### src/rtl/core/kdpc_pkg.sv
// Shared types, codes and constants of the key debounce press classifier.
`default_nettype none

package kdpc_pkg;

    localparam int CODED_KEYS = 6;

    localparam logic [2:0] NO_KEY = 3'd6;

    localparam logic [1:0] CFG_DEBOUNCE = 2'd0;
    localparam logic [1:0] CFG_LONG     = 2'd1;

    localparam logic [15:0] DEBOUNCE_RESET = 16'd50;
    localparam logic [15:0] LONG_RESET     = 16'd1000;

    typedef enum logic [2:0] {
        EV_NONE    = 3'd0,
        EV_PRESS   = 3'd1,
        EV_SHORT   = 3'd2,
        EV_LONG    = 3'd3,
        EV_RELEASE = 3'd4
    } t_event;

    typedef enum logic [1:0] {
        S_IDLE,
        S_SCAN,
        S_PUSH
    } t_state;

    typedef struct packed {
        logic load_in;
        logic step;
        logic load_out;
    } t_dp_cmd;

    typedef struct packed {
        logic hit;
        logic last;
        logic out_free;
    } t_dp_stat;

    function automatic logic [15:0] key_code(input logic [2:0] k);
        logic [15:0] code;
        unique case (k)
            3'd0:    code = 16'h0001;
            3'd1:    code = 16'hFDFF;
            3'd2:    code = 16'hFBFF;
            3'd3:    code = 16'hF7FF;
            3'd4:    code = 16'hEFFF;
            3'd5:    code = 16'hDFFF;
            default: code = 16'h0000;
        endcase
        return code;
    endfunction

endpackage

`default_nettype wire

### src/rtl/core/key_debounce_press_classifier.sv
// A request scans n keys (1 to min(NUM_KEYS, 6)), one key per cycle, and the scan stops
// at the first key with an event; the result then goes to the output register.
// A new request is taken only once the output load step of the previous one is done;
// a result waiting at the output stalls the next load only.
// Reset (synchronous, active low) clears all per-key state and restores the debounce
// time to 50 ms and the long-press time to 1000 ms.
`default_nettype none

module key_debounce_press_classifier #(
    parameter int NUM_KEYS = 6
) (
    input  wire logic        i_clk,
    input  wire logic        i_rst_n,
    input  wire logic        i_cfg_we,
    input  wire logic [1:0]  i_cfg_index,
    input  wire logic [15:0] i_cfg_data,
    input  wire logic        i_valid,
    output logic             o_stall,
    input  wire logic [15:0] i_hw_reading,
    input  wire logic [31:0] i_now_ms,
    output logic             o_valid,
    input  wire logic        i_stall,
    output logic [2:0]       o_event_kind,
    output logic [2:0]       o_key_index,
    output logic [5:0]       o_pressed_mask
);

    kdpc_pkg::t_dp_cmd  dp_cmd;
    kdpc_pkg::t_dp_stat dp_stat;

    kdpc_ctrl u_ctrl (
        .i_clk   (i_clk),
        .i_rst_n (i_rst_n),
        .i_valid (i_valid),
        .i_stat  (dp_stat),
        .o_cmd   (dp_cmd),
        .o_stall (o_stall)
    );

    kdpc_dp #(
        .NUM_KEYS (NUM_KEYS)
    ) u_dp (
        .i_clk          (i_clk),
        .i_rst_n        (i_rst_n),
        .i_cmd          (dp_cmd),
        .o_stat         (dp_stat),
        .i_cfg_we       (i_cfg_we),
        .i_cfg_index    (i_cfg_index),
        .i_cfg_data     (i_cfg_data),
        .i_hw_reading   (i_hw_reading),
        .i_now_ms       (i_now_ms),
        .i_stall        (i_stall),
        .o_valid        (o_valid),
        .o_event_kind   (o_event_kind),
        .o_key_index    (o_key_index),
        .o_pressed_mask (o_pressed_mask)
    );

endmodule

`default_nettype wire

### src/rtl/core/kdpc_ctrl.sv
// Controller state machine that sequences the key scan of one request.
`default_nettype none

module kdpc_ctrl (
    input  wire logic               i_clk,
    input  wire logic               i_rst_n,
    input  wire logic               i_valid,
    input  wire kdpc_pkg::t_dp_stat i_stat,
    output kdpc_pkg::t_dp_cmd       o_cmd,
    output logic                    o_stall
);

    kdpc_pkg::t_state r_state;
    kdpc_pkg::t_state n_state;

    always_ff @(posedge i_clk) begin
        if (!i_rst_n) begin
            r_state <= kdpc_pkg::S_IDLE;
        end else begin
            r_state <= n_state;
        end
    end

    always_comb begin
        n_state = r_state;
        unique case (r_state)
            kdpc_pkg::S_IDLE: begin
                if (i_valid) begin
                    n_state = kdpc_pkg::S_SCAN;
                end
            end
            kdpc_pkg::S_SCAN: begin
                if (i_stat.hit || i_stat.last) begin
                    n_state = kdpc_pkg::S_PUSH;
                end
            end
            kdpc_pkg::S_PUSH: begin
                if (i_stat.out_free) begin
                    n_state = kdpc_pkg::S_IDLE;
                end
            end
            default: n_state = kdpc_pkg::S_IDLE;
        endcase
    end

    always_comb begin
        o_cmd   = '0;
        o_stall = 1'b1;
        unique case (r_state)
            kdpc_pkg::S_IDLE: begin
                o_stall       = 1'b0;
                o_cmd.load_in = i_valid;
            end
            kdpc_pkg::S_SCAN: begin
                o_cmd.step = 1'b1;
            end
            kdpc_pkg::S_PUSH: begin
                o_cmd.load_out = i_stat.out_free;
            end
            default: o_stall = 1'b1;
        endcase
    end

endmodule

`default_nettype wire

### src/rtl/core/kdpc_dp.sv
// Datapath with per-key debounce state, one-key step logic and output register.
`default_nettype none

module kdpc_dp #(
    parameter int NUM_KEYS = 6
) (
    input  wire logic               i_clk,
    input  wire logic               i_rst_n,
    input  wire kdpc_pkg::t_dp_cmd  i_cmd,
    output kdpc_pkg::t_dp_stat      o_stat,
    input  wire logic               i_cfg_we,
    input  wire logic [1:0]         i_cfg_index,
    input  wire logic [15:0]        i_cfg_data,
    input  wire logic [15:0]        i_hw_reading,
    input  wire logic [31:0]        i_now_ms,
    input  wire logic               i_stall,
    output logic                    o_valid,
    output logic [2:0]              o_event_kind,
    output logic [2:0]              o_key_index,
    output logic [5:0]              o_pressed_mask
);

    // Keys beyond the coded ones never read as pressed and keep their reset state.
    localparam int NK = (NUM_KEYS < kdpc_pkg::CODED_KEYS) ? NUM_KEYS : kdpc_pkg::CODED_KEYS;
    localparam int KW = (NK > 1) ? $clog2(NK) : 1;
    localparam logic [KW-1:0] LAST_K = KW'(NK - 1);

    logic [15:0]       r_debounce;
    logic [15:0]       r_long;
    logic [15:0]       r_word;
    logic [31:0]       r_now;
    logic [KW-1:0]     r_k;
    logic [NK-1:0]     r_raw;
    logic [NK-1:0]     r_held;
    logic [NK-1:0]     r_lr;
    logic [31:0]       r_ss [NK];
    logic [31:0]       r_ps [NK];
    kdpc_pkg::t_event  r_kind;
    logic [2:0]        r_key;
    logic              r_out_valid;
    kdpc_pkg::t_event  r_out_kind;
    logic [2:0]        r_out_key;
    logic [5:0]        r_out_mask;

    logic [2:0]        k3;
    logic              down;
    logic              held_k;
    logic              lr_k;
    logic [31:0]       n_ss;
    logic [31:0]       stable_dt;
    logic [31:0]       dur;
    logic              stable;
    logic              long_hit;
    kdpc_pkg::t_event  n_kind;
    logic [5:0]        held_mask;

    assign k3       = 3'(r_k);
    assign down     = (r_word == kdpc_pkg::key_code(k3));
    assign held_k   = r_held[r_k];
    assign lr_k     = r_lr[r_k];
    assign n_ss     = (down != r_raw[r_k]) ? r_now : r_ss[r_k];
    assign stable_dt = r_now - n_ss;
    assign dur      = r_now - r_ps[r_k];
    assign stable   = (stable_dt > {16'd0, r_debounce});
    assign long_hit = (dur >= {16'd0, r_long});

    always_comb begin
        n_kind = kdpc_pkg::EV_NONE;
        priority if (!stable) begin
            n_kind = kdpc_pkg::EV_NONE;
        end else if (down && !held_k) begin
            n_kind = kdpc_pkg::EV_PRESS;
        end else if (!down && held_k) begin
            n_kind = (lr_k || long_hit) ? kdpc_pkg::EV_RELEASE : kdpc_pkg::EV_SHORT;
        end else if (down && held_k && !lr_k && long_hit) begin
            n_kind = kdpc_pkg::EV_LONG;
        end else begin
            n_kind = kdpc_pkg::EV_NONE;
        end
    end

    always_comb begin
        held_mask = '0;
        held_mask[NK-1:0] = r_held;
    end

    always_ff @(posedge i_clk) begin
        if (!i_rst_n) begin
            r_debounce <= kdpc_pkg::DEBOUNCE_RESET;
            r_long     <= kdpc_pkg::LONG_RESET;
        end else if (i_cfg_we) begin
            if (i_cfg_index == kdpc_pkg::CFG_DEBOUNCE) begin
                r_debounce <= i_cfg_data;
            end else if (i_cfg_index == kdpc_pkg::CFG_LONG) begin
                r_long <= i_cfg_data;
            end
        end
    end

    always_ff @(posedge i_clk) begin
        if (i_cmd.load_in) begin
            r_word <= i_hw_reading;
            r_now  <= i_now_ms;
        end
    end

    always_ff @(posedge i_clk) begin
        if (!i_rst_n) begin
            r_k    <= '0;
            r_raw  <= '0;
            r_held <= '0;
            r_lr   <= '0;
            r_kind <= kdpc_pkg::EV_NONE;
            r_key  <= kdpc_pkg::NO_KEY;
            for (int i = 0; i < NK; i++) begin
                r_ss[i] <= '0;
                r_ps[i] <= '0;
            end
        end else if (i_cmd.load_in) begin
            r_k    <= '0;
            r_kind <= kdpc_pkg::EV_NONE;
            r_key  <= kdpc_pkg::NO_KEY;
        end else if (i_cmd.step) begin
            r_raw[r_k] <= down;
            r_ss[r_k]  <= n_ss;
            r_kind     <= n_kind;
            r_key      <= (n_kind != kdpc_pkg::EV_NONE) ? k3 : kdpc_pkg::NO_KEY;
            if (r_k != LAST_K) begin
                r_k <= r_k + 1'b1;
            end
            unique case (n_kind)
                kdpc_pkg::EV_PRESS: begin
                    r_held[r_k] <= 1'b1;
                    r_ps[r_k]   <= r_now;
                    r_lr[r_k]   <= 1'b0;
                end
                kdpc_pkg::EV_SHORT, kdpc_pkg::EV_RELEASE: begin
                    r_held[r_k] <= 1'b0;
                end
                kdpc_pkg::EV_LONG: begin
                    r_lr[r_k] <= 1'b1;
                end
                default: begin
                end
            endcase
        end
    end

    always_ff @(posedge i_clk) begin
        if (!i_rst_n) begin
            r_out_valid <= 1'b0;
        end else if (i_cmd.load_out) begin
            r_out_valid <= 1'b1;
        end else if (!i_stall) begin
            r_out_valid <= 1'b0;
        end
    end

    always_ff @(posedge i_clk) begin
        if (i_cmd.load_out) begin
            r_out_kind <= r_kind;
            r_out_key  <= r_key;
            r_out_mask <= held_mask;
        end
    end

    assign o_stat.hit      = (n_kind != kdpc_pkg::EV_NONE);
    assign o_stat.last     = (r_k == LAST_K);
    assign o_stat.out_free = !r_out_valid || !i_stall;

    assign o_valid        = r_out_valid;
    assign o_event_kind   = r_out_kind;
    assign o_key_index    = r_out_key;
    assign o_pressed_mask = r_out_mask;

endmodule

`default_nettype wire

### config.mk
export PLATFORM = sky130hd
export DESIGN_NAME = key_debounce_press_classifier
export DESIGN_NICKNAME = d
export VERILOG_FILES = /design/src/rtl/core/kdpc_pkg.sv /design/src/rtl/core/key_debounce_press_classifier.sv /design/src/rtl/core/kdpc_ctrl.sv /design/src/rtl/core/kdpc_dp.sv
export SDC_FILE = /design/constraint.sdc
export NUM_CORES = 1
export LEC_CHECK = 0
export ABC_AREA = 1
export BUFFER_PORTS_ARGS = -buffer_cell sky130_fd_sc_hd__buf_2
export CAP_MARGIN = 30
export CORE_MARGIN = 1.5
export CORE_UTILIZATION = 40
export DETAILED_ROUTE_END_ITERATION = 12
export PLACE_DENSITY = 0.54
export SKIP_LAST_GASP = 1
export SLEW_MARGIN = 20
export SYNTH_ARGS = -nofsm -noshare
export SYNTH_HDL_FRONTEND = slang
export SYNTH_SLANG_ARGS = --single-unit
### constraint.sdc
create_clock -name i_clk -period 7.65 [get_ports i_clk]
set_input_delay 1.53 -clock i_clk [delete_from_list [all_inputs] [get_ports i_clk]]
set_output_delay 1.53 -clock i_clk [all_outputs]
set_load 0.03 [all_outputs]
==> results.yml, run 1 <==
drt:
  via_per_inst: 5.45
  vias: 24700
  ant_nets: 0
  drt_pass1_iterations: 5
  wl_per_cell_um: 22.0
  drtIter0Drc: 2377
  routed_wl_um: 99700
  post-route-drc-count: 0
yosys:
  ys.flop_type: "edfxtp_1"
  syn-num-nets: 3533
  syn_inst: 3372
  ys_ff_latch: 637
  synth_cell_type_count: 54
  synth_top_area_frac: 0.539
  yosys_warnings: 0
  synth_area_sq_um: 31900
  avgSynthCellArea_sq_um: 9.45
  synth_edf_count: 572
  synth_seq_area_share: 0.580
  netlist_top_cells_area: "edfxtp_1, nor2_1, nand2_1"
  async_flop_share: 0
  synth_top_cell_by_area: "edfxtp_1"
cells_and_area:
  multi_input_area_sq_um: 11600
  area_growth_syn_to_layout_pct: 12.5
  n_fill_cell: 7641
  drive_gt1_frac: 0.103
  final_area_sq_um: 35800
  regArea_sq_um: 18500
  fin_nets: 3581
power_and_ir_drop:
  switching_share: 0.339
  power_density_nw_per_um2: 287
  pwr-share-clk: 0.327
  power_switching_mw: 3.48
  pwr-share-seq: 0.394
  p_int_mw: 6.80
  power_frac_comb: 0.279
  ir_drop_uv: 164
  p_leak_nw: 14.8
global_routing:
  busiest_layer: "met2"
  grt_pass1_wl_um: 148000
  grt_pass1_vias: 23400
  grt.met3_usage: 0.0374
  grt_max_degree: 140
  grtUsageMet2: 0.379
  use_met1: 0.350
  gr-total-overflow: 0
  antenna_found_initial: 5
  grt_use_total: 0.243
timing:
  grt_setup_unrepaired: "false"
  relSlewSlack: 0.396
  period_needed_ps: 6750
  fin_skew_ps: 28.4
  finalSetupViolCount: 0
  slew_viol_final: 0
  tightest_slew_ps: 902
  setup_slack_ps: 895
  whs_ps: 437
  finalCritPeriodShare: 0.883
  fmax_mhz: 148
  hold_violations: 0
placement:
  detailed_place_hpwl_um: 62400
  dpl_cell_area_sq_um: 33500
  finalWeightedCongestion: 0.969
  place_ws_ps: 972
  io_buffers: 84
floorplanning:
  die_height_um: 285
  die_w_um: 285
  start_util: 0.404
  rows: 103
  die_area_sq_um: 81400
  core_area_sq_um: 78900
  pin_count: 85
clock_network:
  clock_path_buffers: 3
  numCtsBuffers: 72
  clk_latency_ps: 630
  cts.sinks: 637
  cts-resized-gates: 0
  post_cts_buffers: 0
  ctsHoldBuffers: 0
  cts_tree: "built"
  htreeDepth: 3
  clkSlewWorstSetupHoldPaths_ps: 60
  clockRootBuffer: "clkbuf_16"
critical_path:
  startpoint_type: "register"
  cp_slowest_stage_delay_ps: 580
  cp.arrival_ps: 7000
  criticalPathCategory: "reg2reg"
  cpMostUsedCell: "nand2_1"
  reg2reg_slack_ps: 900
  crit_slowest_cell: "buf_4"
  cp-end-kind: "register"
  cp_max_fo: 40
  worstPathRequired_ps: 7890
run:
  cap_violations: 0
outcome:
  status: "finished, final reports clean"
hold_path:
  min_path_type: "reg2reg"
flip-flops by register name (all words and copies together), names as in the netlist, named ones only:
register,cells
u_dp.r_ps,256
u_dp.r_ss,256
u_dp.r_now,32
u_dp.r_debounce,16
u_dp.r_long,16
u_dp.r_word,16
u_dp.o_pressed_mask,6
u_dp.r_raw,6
u_dp.k3,3
u_dp.o_event_kind,3
u_dp.o_key_index,3
u_dp.r_key,3
u_dp.r_kind,3
u_ctrl.r_state,2
u_dp.o_valid,1
per-layer routing:
layer,wire length [um],up-vias,part of all wire
li1,-,11700,-
met1,45300,11900,0.45
met2,44900,895,0.45
met3,6900,130,0.069
met4,2650,4,0.027
met5,26,-,0.00026
path summary, 6_finish.rpt:
path	from	end	depth (start not counted)
hold reg to reg	u_dp.r_key[2]	u_dp.o_key_index[2]	0
setup / recovery	u_dp.k3[2]	u_dp.r_ps[7][21]	36
setup reg to reg	u_dp.k3[2]	u_dp.r_ps[7][21]	36
hold / removal	u_dp.r_key[2]	u_dp.o_key_index[2]	0
kinds of logic after synthesis:
logic type      after synthesis  share of synthesized area
xor+xnor                     41                     0.0113
flops                       637                      0.580
compound gates              622                      0.113
fa+ha+maj                    90                     0.0356
simple gates               1512                      0.203
buf+inv                     470                     0.0578
synth_stat cells, types with 3 or more instances:
master / n
nand2_2: 12
o211ai_1: 14
buf_2: 7
o22ai_1: 34
o21ai_0: 310
inv_2: 3
o21a_1: 9
nor2_2: 23
a21oi_1: 127
nor3_1: 18
nand4_2: 26
xnor2_1: 12
buf_6: 8
nand3_2: 12
nor4_1: 3
a21boi_0: 5
a31oi_1: 18
edfxtp_1: 572
o21bai_1: 7
clkbuf_1: 144
o21ai_1: 11
xor2_1: 29
inv_1: 288
nand2_1: 505
dfxtp_1: 65
clkinv_1: 5
nand3_1: 180
nand3b_1: 4
ha_1: 89
o221a_2: 3
nand4_1: 35
o221ai_1: 69
nor2_1: 687
buf_1: 12
final cells by class:
| type | instances | share of cell area |
|---|---|---|
| tap | 1050 | 0.0367 |
| timing repair buffer | 146 | 0.0280 |
| antenna | 1 | 0.0000698 |
| sequential | 637 | 0.516 |
| multi-input combinational | 2265 | 0.324 |
| clock buffer | 106 | 0.0587 |
| clock inverter | 27 | 0.00506 |
| inverter | 298 | 0.0316 |
metrics by stage:
stage | total power, mW | TNS [ps] | utilization | std cells
after floorplan | 6.09 | -11000 | - | 3372
after global placement | 6.94 | 0 | 0.424 | 4389
after detailed placement | 6.95 | 0 | 0.425 | 4393
after CTS | 10.3 | 0 | 0.454 | 4526
after global routing | 10.8 | 0 | 0.454 | 4529
final | 10.3 | 0 | 0.454 | 4530
cell usage in the layout, fill, tap and decap left out, drive strengths merged, types with 18 or more instances in the layout:
| cell type | instances |
|---|---|
| nand4 | 61 |
| xor2 | 29 |
| nand2 | 519 |
| a31oi | 18 |
| inv | 299 |
| nor2 | 712 |
| o21ai | 322 |
| edfxtp | 572 |
| nand3 | 192 |
| ha | 89 |
| a21oi | 128 |
| clkbuf | 106 |
| o22ai | 34 |
| buf | 146 |
| clkinv | 23 |
| dfxtp | 65 |
| o221ai | 69 |
| nor3 | 18 |
worst max-delay path, delay by kind of cell, from the launching register on:
kind / cells / cell delay (ps)
AND/OR/NAND/NOR: 22 / 2510
AO/OA/AOI/OAI: 4 / 1130
flip-flops: 1 / 540
XOR/XNOR: 1 / 160
adder cells (fa/ha/maj): 3 / 910
buffers and inverters: 6 / 1040
power groups by stage:
stage	clock network [mW]	registers (mW)	logic, mW
after global routing	3.55	4.06	3.22
after global placement	0	4.12	2.82
after CTS	3.41	4.05	2.85
final	3.36	4.05	2.87
after floorplan	0	4.06	2.02
after detailed placement	0	4.12	2.83
(Power assumes the default switching activity.)
==> inputs of run 2 (changes only) <==
--- a/config.mk
+++ b/config.mk
@@ -11,7 +11,7 @@
 export CORE_MARGIN = 1.5
 export CORE_UTILIZATION = 40
 export DETAILED_ROUTE_END_ITERATION = 12
-export PLACE_DENSITY = 0.54
+export PLACE_DENSITY = 0.52
 export SKIP_LAST_GASP = 1
 export SLEW_MARGIN = 20
 export SYNTH_ARGS = -nofsm -noshare
==> constraint.sdc (replaced) <==
create_clock -name i_clk -period 8.3 [get_ports i_clk]
set_input_delay 1.66 -clock i_clk [delete_from_list [all_inputs] [get_ports i_clk]]
set_output_delay 1.66 -clock i_clk [all_outputs]
set_load 0.03 [all_outputs]
==> results.yml, run 2 (synthesis results as in run 1) <==
floorplanning:
  start_util: 0.404
  die_height_um: 285
  pin_count: 85
  core_area_sq_um: 78900
  die_w_um: 285
  rows: 103
  die_area_sq_um: 81400
cells_and_area:
  final_cell_mix: "nor2_1, edfxtp_1, nand2_1, o21ai_0, inv_1"
  drive_gt1_frac: 0.109
  final_area_sq_um: 36100
  n_fill_cell: 7658
  final_common_cell: "nor2_1"
  area_growth_syn_to_layout_pct: 13.3
  regArea_sq_um: 18500
  fin_nets: 3600
  multi_input_area_sq_um: 11600
  top_regs: "u_dp.r_ps (256), u_dp.r_ss (256), u_dp.r_now (32)"
  fin_cells: 4550
clock_network:
  cts-resized-gates: 0
  cts.sinks: 637
  clock_path_buffers: 3
  ctsHoldBuffers: 0
  clk_latency_ps: 650
  post_cts_buffers: 0
  htreeDepth: 3
  numCtsBuffers: 76
  clkSlewWorstSetupHoldPaths_ps: 60
  clockRootBuffer: "clkbuf_16"
  cts_tree: "built"
power_and_ir_drop:
  power_density_nw_per_um2: 277
  ir_drop_uv: 142
  power_frac_comb: 0.291
  p_int_mw: 6.44
  pwr-share-seq: 0.376
  switching_share: 0.356
  power_switching_mw: 3.55
  pwr-share-clk: 0.333
  p_leak_nw: 15.0
critical_path:
  cp.arrival_ps: 8020
  worstPathRequired_ps: 8550
  startpoint_type: "register"
  cpMostUsedCell: "nand2_1"
  crit_slowest_cell: "o21ai_0"
  criticalPathCategory: "reg2reg"
  cp_slowest_stage_delay_ps: 580
  cp_max_fo: 34
  cp-end-kind: "register"
timing:
  finalSetupViolCount: 0
  relSlewSlack: 0.320
  slew_viol_final: 0
  tightest_slew_ps: 1020
  grt_setup_unrepaired: "false"
  finalSetupTns_ps: 0
  hold_violations: 0
  period_needed_ps: 7770
  fin_skew_ps: 38.3
  fmax_mhz: 129
  finalCritPeriodShare: 0.937
drt:
  drt_pass1_iterations: 6
  post-route-drc-count: 0
  vias: 25500
  routed_wl_um: 114000
  via_per_inst: 5.60
  drtIter0Drc: 2735
  wl_per_cell_um: 25.1
  ant_nets: 0
placement:
  io_buffers: 84
  detailed_place_hpwl_um: 74700
  placed_cells: 4409
  finalWeightedCongestion: 0.966
  dpl_cell_area_sq_um: 33600
global_routing:
  gr-total-overflow: 0
  grt_pass1_vias: 24700
  grtUsageMet2: 0.452
  use_met1: 0.380
  grt_use_total: 0.277
  busiest_layer: "met2"
  grt.met3_usage: 0.0490
  grt_pass1_wl_um: 166000
  antenna_found_initial: 6
  grt_max_degree: 145
hold_path:
  min_path_type: "reg2reg"
run:
  cap_violations: 0
outcome:
  status: "finished, final reports clean"
run 2: stage by stage:
step	hold slack [ps]	total power [mW]	worst slack [ps]	utilization
after floorplan	403	5.61	478	-
after global placement	421	6.64	788	0.426
after detailed placement	420	6.67	714	0.426
after CTS	439	10.0	641	0.458
after global routing	454	10.5	43.6	0.458
final	434	9.99	526	0.458
run 2: critical path, delay by kind of cell (launching register included):
family                   cells  cell delay, ps
buffers and inverters        7            1270
adder cells (fa/ha/maj)      4            1050
AO/OA/AOI/OAI                5            1310
flip-flops                   1             310
AND/OR/NAND/NOR             25            3160
XOR/XNOR                     1             180
run 2: final timing paths:
path | end | cells past startpoint | slack, ps | startpoint
hold reg to reg | u_dp.o_key_index[0] | 0 | 430 | u_dp.r_key[0]
setup reg to reg | u_dp.r_ps[5][16] | 42 | 530 | u_dp.k3[0]
setup / recovery | u_dp.r_ps[5][16] | 42 | 530 | u_dp.k3[0]
hold / removal | u_dp.o_key_index[0] | 0 | 430 | u_dp.r_key[0]
run 2: routing by layer:
layer / vias up / share of wire
met5: - / 0
met2: 977 / 0.47
met3: 141 / 0.077
met1: 12600 / 0.43
met4: 0 / 0.025
li1: 11800 / -
run 2: power by group through the flow:
stage          Combinational [mW]  Sequential (mW)  Clock (mW)
6_report                     2.91             3.75        3.33
5_1_grt                      3.20             3.76        3.50
4_1_cts                      2.87             3.75        3.38
3_5_place_dp                 2.85             3.82           0
3_3_place_gp                 2.83             3.81           0
2_1_floorplan                1.87             3.75           0
run 2: cell type report:
class,count,area share
inverter,298,0.0314
tap,1050,0.0364
sequential,637,0.512
multi-input combinational,2265,0.322
clock inverter,52,0.0141
antenna,1,0.0000693
clock buffer,86,0.0543
timing repair buffer,161,0.0300
